<file path="src/hdl/mcpd_pkg.sv">
// Shared types and constants for the motion command packet dispatcher.
// No dependencies; imported by the byte RAM, the sequencer and the top module.
`timescale 1ns / 1ps
`default_nettype none
package mcpd_pkg;

  localparam int BYTE_W = 8;
  localparam int WORD_W = 32;
  localparam int CFG_IDX_W = 2;
  localparam int SR_W = 4 * WORD_W;

  localparam logic [1:0] OP_PUSH   = 2'd0;
  localparam logic [1:0] OP_SLICE  = 2'd1;
  localparam logic [1:0] OP_QRESET = 2'd2;

  localparam logic [1:0] ACT_NONE   = 2'd0;
  localparam logic [1:0] ACT_MOVE   = 2'd1;
  localparam logic [1:0] ACT_SETPOS = 2'd2;
  localparam logic [1:0] ACT_DELAY  = 2'd3;

  localparam logic [1:0] MODE_READY  = 2'd0;
  localparam logic [1:0] MODE_MOVING = 2'd1;
  localparam logic [1:0] MODE_DELAY  = 2'd2;

  localparam logic [CFG_IDX_W-1:0] CFG_OPC_MOVE   = 2'd0;
  localparam logic [CFG_IDX_W-1:0] CFG_OPC_SETPOS = 2'd1;
  localparam logic [CFG_IDX_W-1:0] CFG_OPC_DELAY  = 2'd2;

  localparam logic [BYTE_W-1:0] OPC_MOVE_RST   = 8'd129;
  localparam logic [BYTE_W-1:0] OPC_SETPOS_RST = 8'd130;
  localparam logic [BYTE_W-1:0] OPC_DELAY_RST  = 8'd133;

  localparam int LEN_MOVE   = 17;
  localparam int LEN_SETPOS = 13;
  localparam int LEN_DELAY  = 5;

  typedef struct packed {
    logic [BYTE_W-1:0] move;
    logic [BYTE_W-1:0] setpos;
    logic [BYTE_W-1:0] delay;
  } opcodes_t;

  typedef struct packed {
    logic [1:0]               action;
    logic signed [WORD_W-1:0] pos_x;
    logic signed [WORD_W-1:0] pos_y;
    logic signed [WORD_W-1:0] pos_z;
    logic signed [WORD_W-1:0] step_interval;
    logic [WORD_W-1:0]        delay_us;
    logic [1:0]               mode_now;
    logic                     byte_dropped;
  } result_t;

endpackage
`default_nettype wire

</file>
<file path="src/hdl/mcpd_in_if.sv">
// Input item channel: valid/ready handshake with the command fields.
// Depends on nothing.
`timescale 1ns / 1ps
`default_nettype none
interface mcpd_in_if;
  logic       valid;
  logic       ready;
  logic [1:0] operation;
  logic [7:0] data_byte;
  logic       motion_running;
  logic       delay_elapsed;
  logic       paused;

  modport source (output valid, operation, data_byte, motion_running, delay_elapsed,
                  paused, input ready);
  modport sink (input valid, operation, data_byte, motion_running, delay_elapsed,
                paused, output ready);
endinterface
`default_nettype wire

</file>
<file path="src/hdl/mcpd_out_if.sv">
// Result item channel: valid/ready handshake with action and packet words.
// Depends on nothing.
`timescale 1ns / 1ps
`default_nettype none
interface mcpd_out_if;
  logic               valid;
  logic               ready;
  logic [1:0]         action;
  logic signed [31:0] pos_x;
  logic signed [31:0] pos_y;
  logic signed [31:0] pos_z;
  logic signed [31:0] step_interval;
  logic [31:0]        delay_us;
  logic [1:0]         mode_now;
  logic               byte_dropped;

  modport source (output valid, action, pos_x, pos_y, pos_z, step_interval, delay_us,
                  mode_now, byte_dropped, input ready);
  modport sink (input valid, action, pos_x, pos_y, pos_z, step_interval, delay_us,
                mode_now, byte_dropped, output ready);
endinterface
`default_nettype wire

</file>
<file path="src/hdl/mcpd_cfg_if.sv">
// Configuration write channel: valid/ready, register index and write data.
// Depends on nothing.
`timescale 1ns / 1ps
`default_nettype none
interface mcpd_cfg_if;
  logic       valid;
  logic       ready;
  logic [1:0] index;
  logic [7:0] wdata;

  modport source (output valid, index, wdata, input ready);
  modport sink (input valid, index, wdata, output ready);
endinterface
`default_nettype wire

</file>
<file path="src/hdl/mcpd_byte_ram.sv">
// Byte queue storage: one write port, one read port with registered data.
// Depends on mcpd_pkg.
`timescale 1ns / 1ps
`default_nettype none
module mcpd_byte_ram
  import mcpd_pkg::*;
#(
  parameter int DEPTH = 256,
  parameter int AW    = 8
) (
  input  wire logic              clk,
  input  wire logic              wr_en,
  input  wire logic [AW-1:0]     wr_addr,
  input  wire logic [BYTE_W-1:0] wr_data,
  input  wire logic [AW-1:0]     rd_addr,
  output logic      [BYTE_W-1:0] rd_data
);

  logic [BYTE_W-1:0] mem [DEPTH];

  always_ff @(posedge clk) begin
    if (wr_en) begin
      mem[wr_addr] <= wr_data;
    end
  end

  always_ff @(posedge clk) begin
    rd_data <= mem[rd_addr];
  end

endmodule
`default_nettype wire

</file>
<file path="src/hdl/mcpd_seq.sv">
// Queue pointers, mode machine and packet pop sequencer around the byte RAM.
// Depends on mcpd_pkg and mcpd_in_if.
`timescale 1ns / 1ps
`default_nettype none
module mcpd_seq
  import mcpd_pkg::*;
#(
  parameter int QUEUE_DEPTH = 256,
  parameter int AW          = 8,
  parameter int CW          = 9
) (
  input  wire logic              clk,
  input  wire logic              rst_n,
  mcpd_in_if.sink                in_chan,
  input  wire opcodes_t          opc,
  output logic                   mem_wr_en,
  output logic      [AW-1:0]     mem_wr_addr,
  output logic      [BYTE_W-1:0] mem_wr_data,
  output logic      [AW-1:0]     mem_rd_addr,
  input  wire logic [BYTE_W-1:0] mem_rd_data,
  output result_t                res,
  output logic                   res_valid,
  input  wire logic              res_take
);

  localparam logic [2:0] S_IDLE    = 3'd0;
  localparam logic [2:0] S_OPC     = 3'd1;
  localparam logic [2:0] S_COLLECT = 3'd2;
  localparam logic [2:0] S_DRAIN   = 3'd3;
  localparam logic [2:0] S_DONE    = 3'd4;

  localparam logic [AW-1:0] LAST_ADDR = AW'(QUEUE_DEPTH - 1);

  logic [2:0]      state_r, state_nxt;
  logic [AW-1:0]   head_r, head_nxt;
  logic [AW-1:0]   tail_r, tail_nxt;
  logic [CW-1:0]   count_r, count_nxt;
  logic [1:0]      mode_r, mode_nxt;
  logic [4:0]      left_r, left_nxt;
  logic            rd_pend_r, rd_pend_nxt;
  logic [1:0]      act_r, act_nxt;
  logic            drop_r, drop_nxt;
  logic [SR_W-1:0] sr_r, sr_nxt;

  function automatic logic [AW-1:0] ptr_inc(input logic [AW-1:0] p);
    ptr_inc = (p == LAST_ADDR) ? '0 : p + AW'(1);
  endfunction

  assign in_chan.ready = (state_r == S_IDLE);
  assign mem_rd_addr   = head_r;
  assign mem_wr_addr   = tail_r;
  assign mem_wr_data   = in_chan.data_byte;
  assign res_valid     = (state_r == S_DONE);

  always_comb begin
    logic [1:0]    m;
    logic [1:0]    act;
    logic [CW-1:0] len;
    state_nxt   = state_r;
    head_nxt    = head_r;
    tail_nxt    = tail_r;
    count_nxt   = count_r;
    mode_nxt    = mode_r;
    left_nxt    = left_r;
    rd_pend_nxt = 1'b0;
    act_nxt     = act_r;
    drop_nxt    = drop_r;
    sr_nxt      = sr_r;
    mem_wr_en   = 1'b0;
    m           = mode_r;
    act         = ACT_NONE;
    len         = '0;
    case (state_r)
      S_IDLE: begin
        if (in_chan.valid) begin
          act_nxt   = ACT_NONE;
          drop_nxt  = 1'b0;
          state_nxt = S_DONE;
          case (in_chan.operation)
            OP_PUSH: begin
              if (count_r == CW'(QUEUE_DEPTH)) begin
                drop_nxt = 1'b1;
              end else begin
                mem_wr_en = 1'b1;
                tail_nxt  = ptr_inc(tail_r);
                count_nxt = count_r + CW'(1);
              end
            end
            OP_QRESET: begin
              head_nxt  = '0;
              tail_nxt  = '0;
              count_nxt = '0;
              mode_nxt  = MODE_READY;
            end
            OP_SLICE: begin
              if (!in_chan.paused) begin
                if (m == MODE_MOVING && !in_chan.motion_running) m = MODE_READY;
                if (m == MODE_DELAY && in_chan.delay_elapsed) m = MODE_READY;
                mode_nxt = m;
                if (m == MODE_READY && count_r != '0) state_nxt = S_OPC;
              end
            end
            default: ;
          endcase
        end
      end
      S_OPC: begin
        if (mem_rd_data == opc.move) begin
          act = ACT_MOVE;
          len = CW'(LEN_MOVE);
        end else if (mem_rd_data == opc.setpos) begin
          act = ACT_SETPOS;
          len = CW'(LEN_SETPOS);
        end else if (mem_rd_data == opc.delay) begin
          act = ACT_DELAY;
          len = CW'(LEN_DELAY);
        end
        if (act != ACT_NONE && count_r >= len) begin
          act_nxt   = act;
          head_nxt  = ptr_inc(head_r);
          count_nxt = count_r - CW'(1);
          left_nxt  = 5'(len - CW'(1));
          state_nxt = S_COLLECT;
        end else begin
          state_nxt = S_DONE;
        end
      end
      S_COLLECT: begin
        head_nxt    = ptr_inc(head_r);
        count_nxt   = count_r - CW'(1);
        left_nxt    = left_r - 5'd1;
        rd_pend_nxt = 1'b1;
        if (rd_pend_r) sr_nxt = {mem_rd_data, sr_r[SR_W-1:BYTE_W]};
        if (left_r == 5'd1) state_nxt = S_DRAIN;
      end
      S_DRAIN: begin
        sr_nxt = {mem_rd_data, sr_r[SR_W-1:BYTE_W]};
        if (act_r == ACT_MOVE) mode_nxt = MODE_MOVING;
        else if (act_r == ACT_DELAY) mode_nxt = MODE_DELAY;
        state_nxt = S_DONE;
      end
      S_DONE: begin
        if (res_take) state_nxt = S_IDLE;
      end
      default: state_nxt = S_IDLE;
    endcase
  end

  always_comb begin
    res              = '0;
    res.action       = act_r;
    res.mode_now     = mode_r;
    res.byte_dropped = drop_r;
    case (act_r)
      ACT_MOVE: begin
        res.pos_x         = sr_r[31:0];
        res.pos_y         = sr_r[63:32];
        res.pos_z         = sr_r[95:64];
        res.step_interval = sr_r[127:96];
      end
      ACT_SETPOS: begin
        res.pos_x = sr_r[63:32];
        res.pos_y = sr_r[95:64];
        res.pos_z = sr_r[127:96];
      end
      ACT_DELAY: res.delay_us = sr_r[127:96];
      default: ;
    endcase
  end

  always_ff @(posedge clk) begin
    if (!rst_n) begin
      state_r   <= S_IDLE;
      head_r    <= '0;
      tail_r    <= '0;
      count_r   <= '0;
      mode_r    <= MODE_READY;
      left_r    <= '0;
      rd_pend_r <= 1'b0;
      act_r     <= ACT_NONE;
      drop_r    <= 1'b0;
    end else begin
      state_r   <= state_nxt;
      head_r    <= head_nxt;
      tail_r    <= tail_nxt;
      count_r   <= count_nxt;
      mode_r    <= mode_nxt;
      left_r    <= left_nxt;
      rd_pend_r <= rd_pend_nxt;
      act_r     <= act_nxt;
      drop_r    <= drop_nxt;
    end
  end

  always_ff @(posedge clk) begin
    sr_r <= sr_nxt;
  end

endmodule
`default_nettype wire

</file>
<file path="src/hdl/motion_command_packet_dispatcher.sv">
// Motion command packet dispatcher. Host bytes go into a single-port-read byte
// queue RAM; run-slice items advance the ready/moving/delay mode and, when a full
// packet sits at the head, pop it one byte per cycle and issue move, set position
// or delay. One item at a time: push, queue reset, paused or idle slices go
// straight to the result register; a slice that finds a short packet or an
// unknown opcode at the head takes one extra step for the head read; a slice
// that pops a packet reads the opcode, collects the packet bytes one by one and
// drains the last read, paced by the one byte read port of the queue RAM. The
// result register lets the next item in while a result waits. No reset sweep:
// queue entries are only read once written.
`timescale 1ns / 1ps
`default_nettype none
module motion_command_packet_dispatcher
  import mcpd_pkg::*;
#(
  parameter int QUEUE_DEPTH = 256
) (
  input wire logic  clk,
  input wire logic  rst_n,
  mcpd_in_if.sink   in_chan,
  mcpd_out_if.source out_chan,
  mcpd_cfg_if.sink  cfg_chan
);

  localparam int AW = $clog2(QUEUE_DEPTH);
  localparam int CW = $clog2(QUEUE_DEPTH + 1);

  opcodes_t          opc_r;
  logic              mem_wr_en;
  logic [AW-1:0]     mem_wr_addr;
  logic [BYTE_W-1:0] mem_wr_data;
  logic [AW-1:0]     mem_rd_addr;
  logic [BYTE_W-1:0] mem_rd_data;
  result_t           res;
  logic              res_valid;
  logic              res_take;
  logic              out_valid_r, out_valid_nxt;
  result_t           out_r;

  mcpd_byte_ram #(
    .DEPTH (QUEUE_DEPTH),
    .AW    (AW)
  ) u_ram (
    .clk     (clk),
    .wr_en   (mem_wr_en),
    .wr_addr (mem_wr_addr),
    .wr_data (mem_wr_data),
    .rd_addr (mem_rd_addr),
    .rd_data (mem_rd_data)
  );

  mcpd_seq #(
    .QUEUE_DEPTH (QUEUE_DEPTH),
    .AW          (AW),
    .CW          (CW)
  ) u_seq (
    .clk         (clk),
    .rst_n       (rst_n),
    .in_chan     (in_chan),
    .opc         (opc_r),
    .mem_wr_en   (mem_wr_en),
    .mem_wr_addr (mem_wr_addr),
    .mem_wr_data (mem_wr_data),
    .mem_rd_addr (mem_rd_addr),
    .mem_rd_data (mem_rd_data),
    .res         (res),
    .res_valid   (res_valid),
    .res_take    (res_take)
  );

  assign cfg_chan.ready = 1'b1;

  always_ff @(posedge clk) begin
    if (!rst_n) begin
      opc_r.move   <= OPC_MOVE_RST;
      opc_r.setpos <= OPC_SETPOS_RST;
      opc_r.delay  <= OPC_DELAY_RST;
    end else if (cfg_chan.valid) begin
      case (cfg_chan.index)
        CFG_OPC_MOVE:   opc_r.move   <= cfg_chan.wdata;
        CFG_OPC_SETPOS: opc_r.setpos <= cfg_chan.wdata;
        CFG_OPC_DELAY:  opc_r.delay  <= cfg_chan.wdata;
        default: ;
      endcase
    end
  end

  assign res_take = !out_valid_r || out_chan.ready;

  always_comb begin
    out_valid_nxt = out_valid_r;
    if (res_valid && res_take) out_valid_nxt = 1'b1;
    else if (out_chan.ready) out_valid_nxt = 1'b0;
  end

  always_ff @(posedge clk) begin
    if (!rst_n) begin
      out_valid_r <= 1'b0;
    end else begin
      out_valid_r <= out_valid_nxt;
    end
  end

  always_ff @(posedge clk) begin
    if (res_valid && res_take) out_r <= res;
  end

  assign out_chan.valid         = out_valid_r;
  assign out_chan.action        = out_r.action;
  assign out_chan.pos_x         = out_r.pos_x;
  assign out_chan.pos_y         = out_r.pos_y;
  assign out_chan.pos_z         = out_r.pos_z;
  assign out_chan.step_interval = out_r.step_interval;
  assign out_chan.delay_us      = out_r.delay_us;
  assign out_chan.mode_now      = out_r.mode_now;
  assign out_chan.byte_dropped  = out_r.byte_dropped;

endmodule
`default_nettype wire
</file>
<file path="src/flat_wrapper.sv">
// flat-port wrapper written by rule: the top's interface ports become plain ports
module motion_command_packet_dispatcher_flat import mcpd_pkg::*;
#(
  parameter int QUEUE_DEPTH = 256
)
  (clk, rst_n, in_chan_valid, in_chan_operation, in_chan_data_byte, in_chan_motion_running, in_chan_delay_elapsed, in_chan_paused, in_chan_ready, out_chan_valid, out_chan_action, out_chan_pos_x, out_chan_pos_y, out_chan_pos_z, out_chan_step_interval, out_chan_delay_us, out_chan_mode_now, out_chan_byte_dropped, out_chan_ready, cfg_chan_valid, cfg_chan_index, cfg_chan_wdata, cfg_chan_ready);
  mcpd_in_if in_chan_i ();
  mcpd_out_if out_chan_i ();
  mcpd_cfg_if cfg_chan_i ();
  input wire logic clk;
  input wire logic rst_n;
  input wire logic [$bits(in_chan_i.valid)-1:0] in_chan_valid;
  input wire logic [$bits(in_chan_i.operation)-1:0] in_chan_operation;
  input wire logic [$bits(in_chan_i.data_byte)-1:0] in_chan_data_byte;
  input wire logic [$bits(in_chan_i.motion_running)-1:0] in_chan_motion_running;
  input wire logic [$bits(in_chan_i.delay_elapsed)-1:0] in_chan_delay_elapsed;
  input wire logic [$bits(in_chan_i.paused)-1:0] in_chan_paused;
  output wire logic [$bits(in_chan_i.ready)-1:0] in_chan_ready;
  output wire logic [$bits(out_chan_i.valid)-1:0] out_chan_valid;
  output wire logic [$bits(out_chan_i.action)-1:0] out_chan_action;
  output wire logic [$bits(out_chan_i.pos_x)-1:0] out_chan_pos_x;
  output wire logic [$bits(out_chan_i.pos_y)-1:0] out_chan_pos_y;
  output wire logic [$bits(out_chan_i.pos_z)-1:0] out_chan_pos_z;
  output wire logic [$bits(out_chan_i.step_interval)-1:0] out_chan_step_interval;
  output wire logic [$bits(out_chan_i.delay_us)-1:0] out_chan_delay_us;
  output wire logic [$bits(out_chan_i.mode_now)-1:0] out_chan_mode_now;
  output wire logic [$bits(out_chan_i.byte_dropped)-1:0] out_chan_byte_dropped;
  input wire logic [$bits(out_chan_i.ready)-1:0] out_chan_ready;
  input wire logic [$bits(cfg_chan_i.valid)-1:0] cfg_chan_valid;
  input wire logic [$bits(cfg_chan_i.index)-1:0] cfg_chan_index;
  input wire logic [$bits(cfg_chan_i.wdata)-1:0] cfg_chan_wdata;
  output wire logic [$bits(cfg_chan_i.ready)-1:0] cfg_chan_ready;
  assign in_chan_i.valid = in_chan_valid;
  assign in_chan_i.operation = in_chan_operation;
  assign in_chan_i.data_byte = in_chan_data_byte;
  assign in_chan_i.motion_running = in_chan_motion_running;
  assign in_chan_i.delay_elapsed = in_chan_delay_elapsed;
  assign in_chan_i.paused = in_chan_paused;
  assign in_chan_ready = in_chan_i.ready;
  assign out_chan_valid = out_chan_i.valid;
  assign out_chan_action = out_chan_i.action;
  assign out_chan_pos_x = out_chan_i.pos_x;
  assign out_chan_pos_y = out_chan_i.pos_y;
  assign out_chan_pos_z = out_chan_i.pos_z;
  assign out_chan_step_interval = out_chan_i.step_interval;
  assign out_chan_delay_us = out_chan_i.delay_us;
  assign out_chan_mode_now = out_chan_i.mode_now;
  assign out_chan_byte_dropped = out_chan_i.byte_dropped;
  assign out_chan_i.ready = out_chan_ready;
  assign cfg_chan_i.valid = cfg_chan_valid;
  assign cfg_chan_i.index = cfg_chan_index;
  assign cfg_chan_i.wdata = cfg_chan_wdata;
  assign cfg_chan_ready = cfg_chan_i.ready;
  motion_command_packet_dispatcher #(.QUEUE_DEPTH(QUEUE_DEPTH)) u_core (.clk(clk), .rst_n(rst_n), .in_chan(in_chan_i), .out_chan(out_chan_i), .cfg_chan(cfg_chan_i));
endmodule
</file>
<file path="config.mk">
export PLATFORM = sky130hd
export DESIGN_NAME = motion_command_packet_dispatcher_flat
export DESIGN_NICKNAME = d
export VERILOG_FILES = /design/src/hdl/mcpd_pkg.sv /design/src/hdl/mcpd_in_if.sv /design/src/hdl/mcpd_out_if.sv /design/src/hdl/mcpd_cfg_if.sv /design/src/hdl/mcpd_byte_ram.sv /design/src/hdl/mcpd_seq.sv /design/src/hdl/motion_command_packet_dispatcher.sv /design/src/flat_wrapper.sv
export SDC_FILE = /design/constraint.sdc
export NUM_CORES = 2
export LEC_CHECK = 0
export BUFFER_PORTS_ARGS = -buffer_cell sky130_fd_sc_hd__buf_4
export CAP_MARGIN = 15
export CELL_PAD_IN_SITES_DETAIL_PLACEMENT = 0
export CELL_PAD_IN_SITES_GLOBAL_PLACEMENT = 1
export CORE_MARGIN = 2
export CORE_UTILIZATION = 45
export DETAILED_ROUTE_END_ITERATION = 6
export PLACE_DENSITY = 0.67
export REMOVE_ABC_BUFFERS = 1
export SLEW_MARGIN = 5
export SYNTH_ARGS = -nofsm -noshare
export SYNTH_HDL_FRONTEND = slang
export SYNTH_SLANG_ARGS = --single-unit
</file>
<file path="constraint.sdc">
create_clock -name clk -period 11.7 [get_ports clk]
set_input_delay 1.17 -clock clk [delete_from_list [all_inputs] [get_ports clk]]
set_output_delay 1.17 -clock clk [all_outputs]
set_load 0.05 [all_outputs]
</file>
==> qor.yml <==
fin_crit_sh: 0.413
clkTransAtPathRegs_ns: 0.06
finalHoldViolCount: 0
grtUsageTotal: 0.235
grt_max_degree: 126
rows: 167
grt_overflow: 0
leakagePower_nw: 32.1
ctsHoldBuffers: 0
cp_max_fo: 72
cts_tree: "yes"
via_per_inst: 6.04
die_x_um: 462
dp.cells: 7704
required_ns: 12.43
yosysMostFrequentCell: "edfxtp_1"
start_util: 0.454
slew_viol_final: 0
wirelength_mm: 253
grt_pass1_wl_mm: 359
synthTopCellsByArea: "edfxtp_1 75%, mux4_2 10%, mux2i_1 2.6%"
power_mw: 17.6
vias: 49200
yosysSeqAreaShare: 0.761
tns_ns: 0
switching_share: 0.212
r2r_start: "u_core.u_seq.mem_rd_addr[0]"
crit_path_start_kind: "register"
clockBufferDepth: 3
grt_pass1_vias: 48000
endpoint_kind: "register"
design.core.area_sq_mm: 0.208
power_frac_clock: 0.431
postCtsSetupRepairBufs: 0
synthCells: 4925
fin_crit_ns: 4.83
p_sw_mw: 3.75
synth_top_area_share: 0.746
syn-cell-area_sq_mm: 0.0943
drive_gt1_frac: 0.210
ctsResizeCount: 0
cap_violations: 0
combPwrFrac: 0.027
wl_per_cell_um: 31.0
yosys.area.top_type: "edfxtp_1"
place.gp.congestion: 0.864
root_buffer: "clkbuf_16"
postRouteAntennaNets: 0
intPower_mw: 13.9
die_y_um: 462
tightest_slew_ns: 1.39
arrival_ns: 5.55
final_nets: 5198
area.growth.synth_to_final_pct: 12.7
dr.first_iter.drc_count: 6135
die_area_sq_mm: 0.213
max_freq_ghz: 0.207
io_buffers: 194
p_per_area_mw_per_mm2: 166
timing.rr.end: "u_core.u_ram.rd_data[7]"
status: "complete, no violations"
skew_ns: 0.0488
drcViolationCount: 0
htreeDepth: 4
worstSetupPathType: "register to register"
antenna_found_initial: 5
clock_latency_ns: 0.90
ys_types: 77
dpl.hpwl_mm: 151
synth_ff_type: "edfxtp_1"
ys_seq_elements: 2413
max_slew_margin: 0.0639
seq_power_share: 0.541
holdPathStages: 0
pin_count: 196
yosysWarnings: 0
stdcell_count: 8147
hold_path_startpoint: "u_core.u_seq.sr_r[8]"
setup_viol: 0
cts-buffers-inserted: 235
synth_edf_count: 2341
rsz0062_at_grt: "no"
hold_path_class: "register to register"
postSynthAreaPerCell_sq_um: 19.1
cts.sinks: 2413
synth_commonest_cells: "2341 x edfxtp_1, 454 x nor2_1, 422 x mux4_2, 247 x mux2i_1, 155 x a22oi_1"
first_pass_iters: 5
fin_hold_ws_ns: 0.450
hold_end: "u_core.u_seq.sr_r[0]"
r2r_cells: 10
ir_worst_vdd_mv: 0.135
reg2reg_slack_ns: 6.87
synth_async_sr_flop_share: 0
[final cells by class]
class / instances / area (sq um)
multi-input cells: 2185 / 20800
flip-flops and latches: 2413 / 71800
repair buffers: 296 / 2360
well taps: 2788 / 3490
clock buffers: 288 / 6130
inverters: 23 / 88.8
fillers: 16600 / 101000
clock inverters: 152 / 1660
diodes: 2 / 5.00
[layer usage]
metal | part of all wire | wire length (um) | up-vias | track usage
li1 | - | - | 20500 | -
met1 | 0.42 | 107000 | 26000 | 0.343
met2 | 0.47 | 118000 | 2379 | 0.364
met3 | 0.083 | 20900 | 333 | 0.0430
met4 | 0.028 | 6980 | 2 | 0.0697
met5 | 0.000048 | 12 | - | 0
[critical path: stages, from the launching register on]
cell and delay (ns):
dfxtp_4 0.66, buf_4 0.48, buf_12 0.44, buf_4 0.68
mux4_2 0.60, and2_1 0.17, o22a_1 0.17, a311oi_1 0.64
a211oi_1 0.20, a211oi_1 0.27, o311ai_1 0.15
[cells in the final DEF, fill, tap and decap left out, types with 71 or more instances in the layout]
cell type,n
edfxtp_1,2341
nor2_1,453
mux4_2,422
buf_4,279
mux2i_1,247
clkbuf_16,236
a22oi_1,155
nand2_1,144
a21oi_1,97
o21ai_0,75
and2_1,71
[through the flow]
| step | worst slack, ns | cell area, sq um | util |
|---|---|---|---|
| 2_1_floorplan | -14.97 | 92500 | - |
| 3_3_place_gp | 6.24 | 98400 | 0.474 |
| 3_5_place_dp | 6.74 | 98500 | 0.474 |
| 4_1_cts | 6.80 | 106000 | 0.512 |
| 5_1_grt | 6.62 | 106000 | 0.512 |
| 6_report | 6.87 | 106000 | 0.512 |
[cells by family after synthesis]
kind of cell,count (synthesis),synth area share
AOI/OAI and AO/OA,570,0.0425
DFF,2413,0.761
xor gates and xnor gates,27,0.00251
and+or+nand+nor,888,0.0425
adders and majority gates,16,0.00212
buffers and inverters,327,0.0200
other,1,0.0000398
muxes,683,0.129
[power groups by stage]
stage / combinational [mW] / sequential (mW) / clock (mW)
after floorplan: 0.0647 / 9.91 / 0
after global placement: 0.480 / 9.74 / 0
after detailed placement: 0.487 / 9.74 / 0
after CTS: 0.486 / 9.55 / 7.72
after global routing: 0.506 / 9.55 / 8.05
final: 0.480 / 9.55 / 7.61
[registers in the layout, summed over array words and instances (netlist names)]
signal	count
u_core.out_chan.pos_x	32
u_core.out_chan.byte_dropped	1
u_core.u_seq.sr_r	128
u_core.out_chan.step_interval	32
u_core.out_chan.pos_z	32
u_core.opc_r	24
u_core.out_chan.pos_y	32
u_core.u_seq.state_r	3
u_core.u_seq.rd_pend_r	1
u_core.out_chan.valid	1
u_core.u_seq.drop_r	1
u_core.out_chan.action	2
u_core.u_ram.mem	2048
u_core.u_seq.count_r	9
u_core.out_chan.delay_us	32
u_core.u_seq.mode_r	2
u_core.out_chan.mode_now	2
u_core.u_seq.act_r	2
u_core.u_seq.mem_wr_addr	8
u_core.u_seq.left_r	5
u_core.u_seq.mem_rd_addr	8
u_core.u_ram.rd_data	8
[worst max-delay path by stage]
stage	from	end	slack, ns	depth (start not counted)
after detailed placement	in_chan_valid	u_core.u_ram.mem[226][7]	6.74	7
after CTS	u_core.u_seq.mem_rd_addr[0]	u_core.u_ram.rd_data[7]	6.80	10
after floorplan	u_core.u_seq.mem_rd_addr[0]	u_core.u_ram.rd_data[6]	-14.97	7
final	u_core.u_seq.mem_rd_addr[0]	u_core.u_ram.rd_data[7]	6.87	10
after global placement	in_chan_valid	u_core.u_ram.mem[86][6]	6.24	7
after global routing	u_core.u_seq.mem_rd_addr[0]	u_core.u_ram.rd_data[7]	6.62	10
Note: power is estimated with default switching activity, not from simulation.
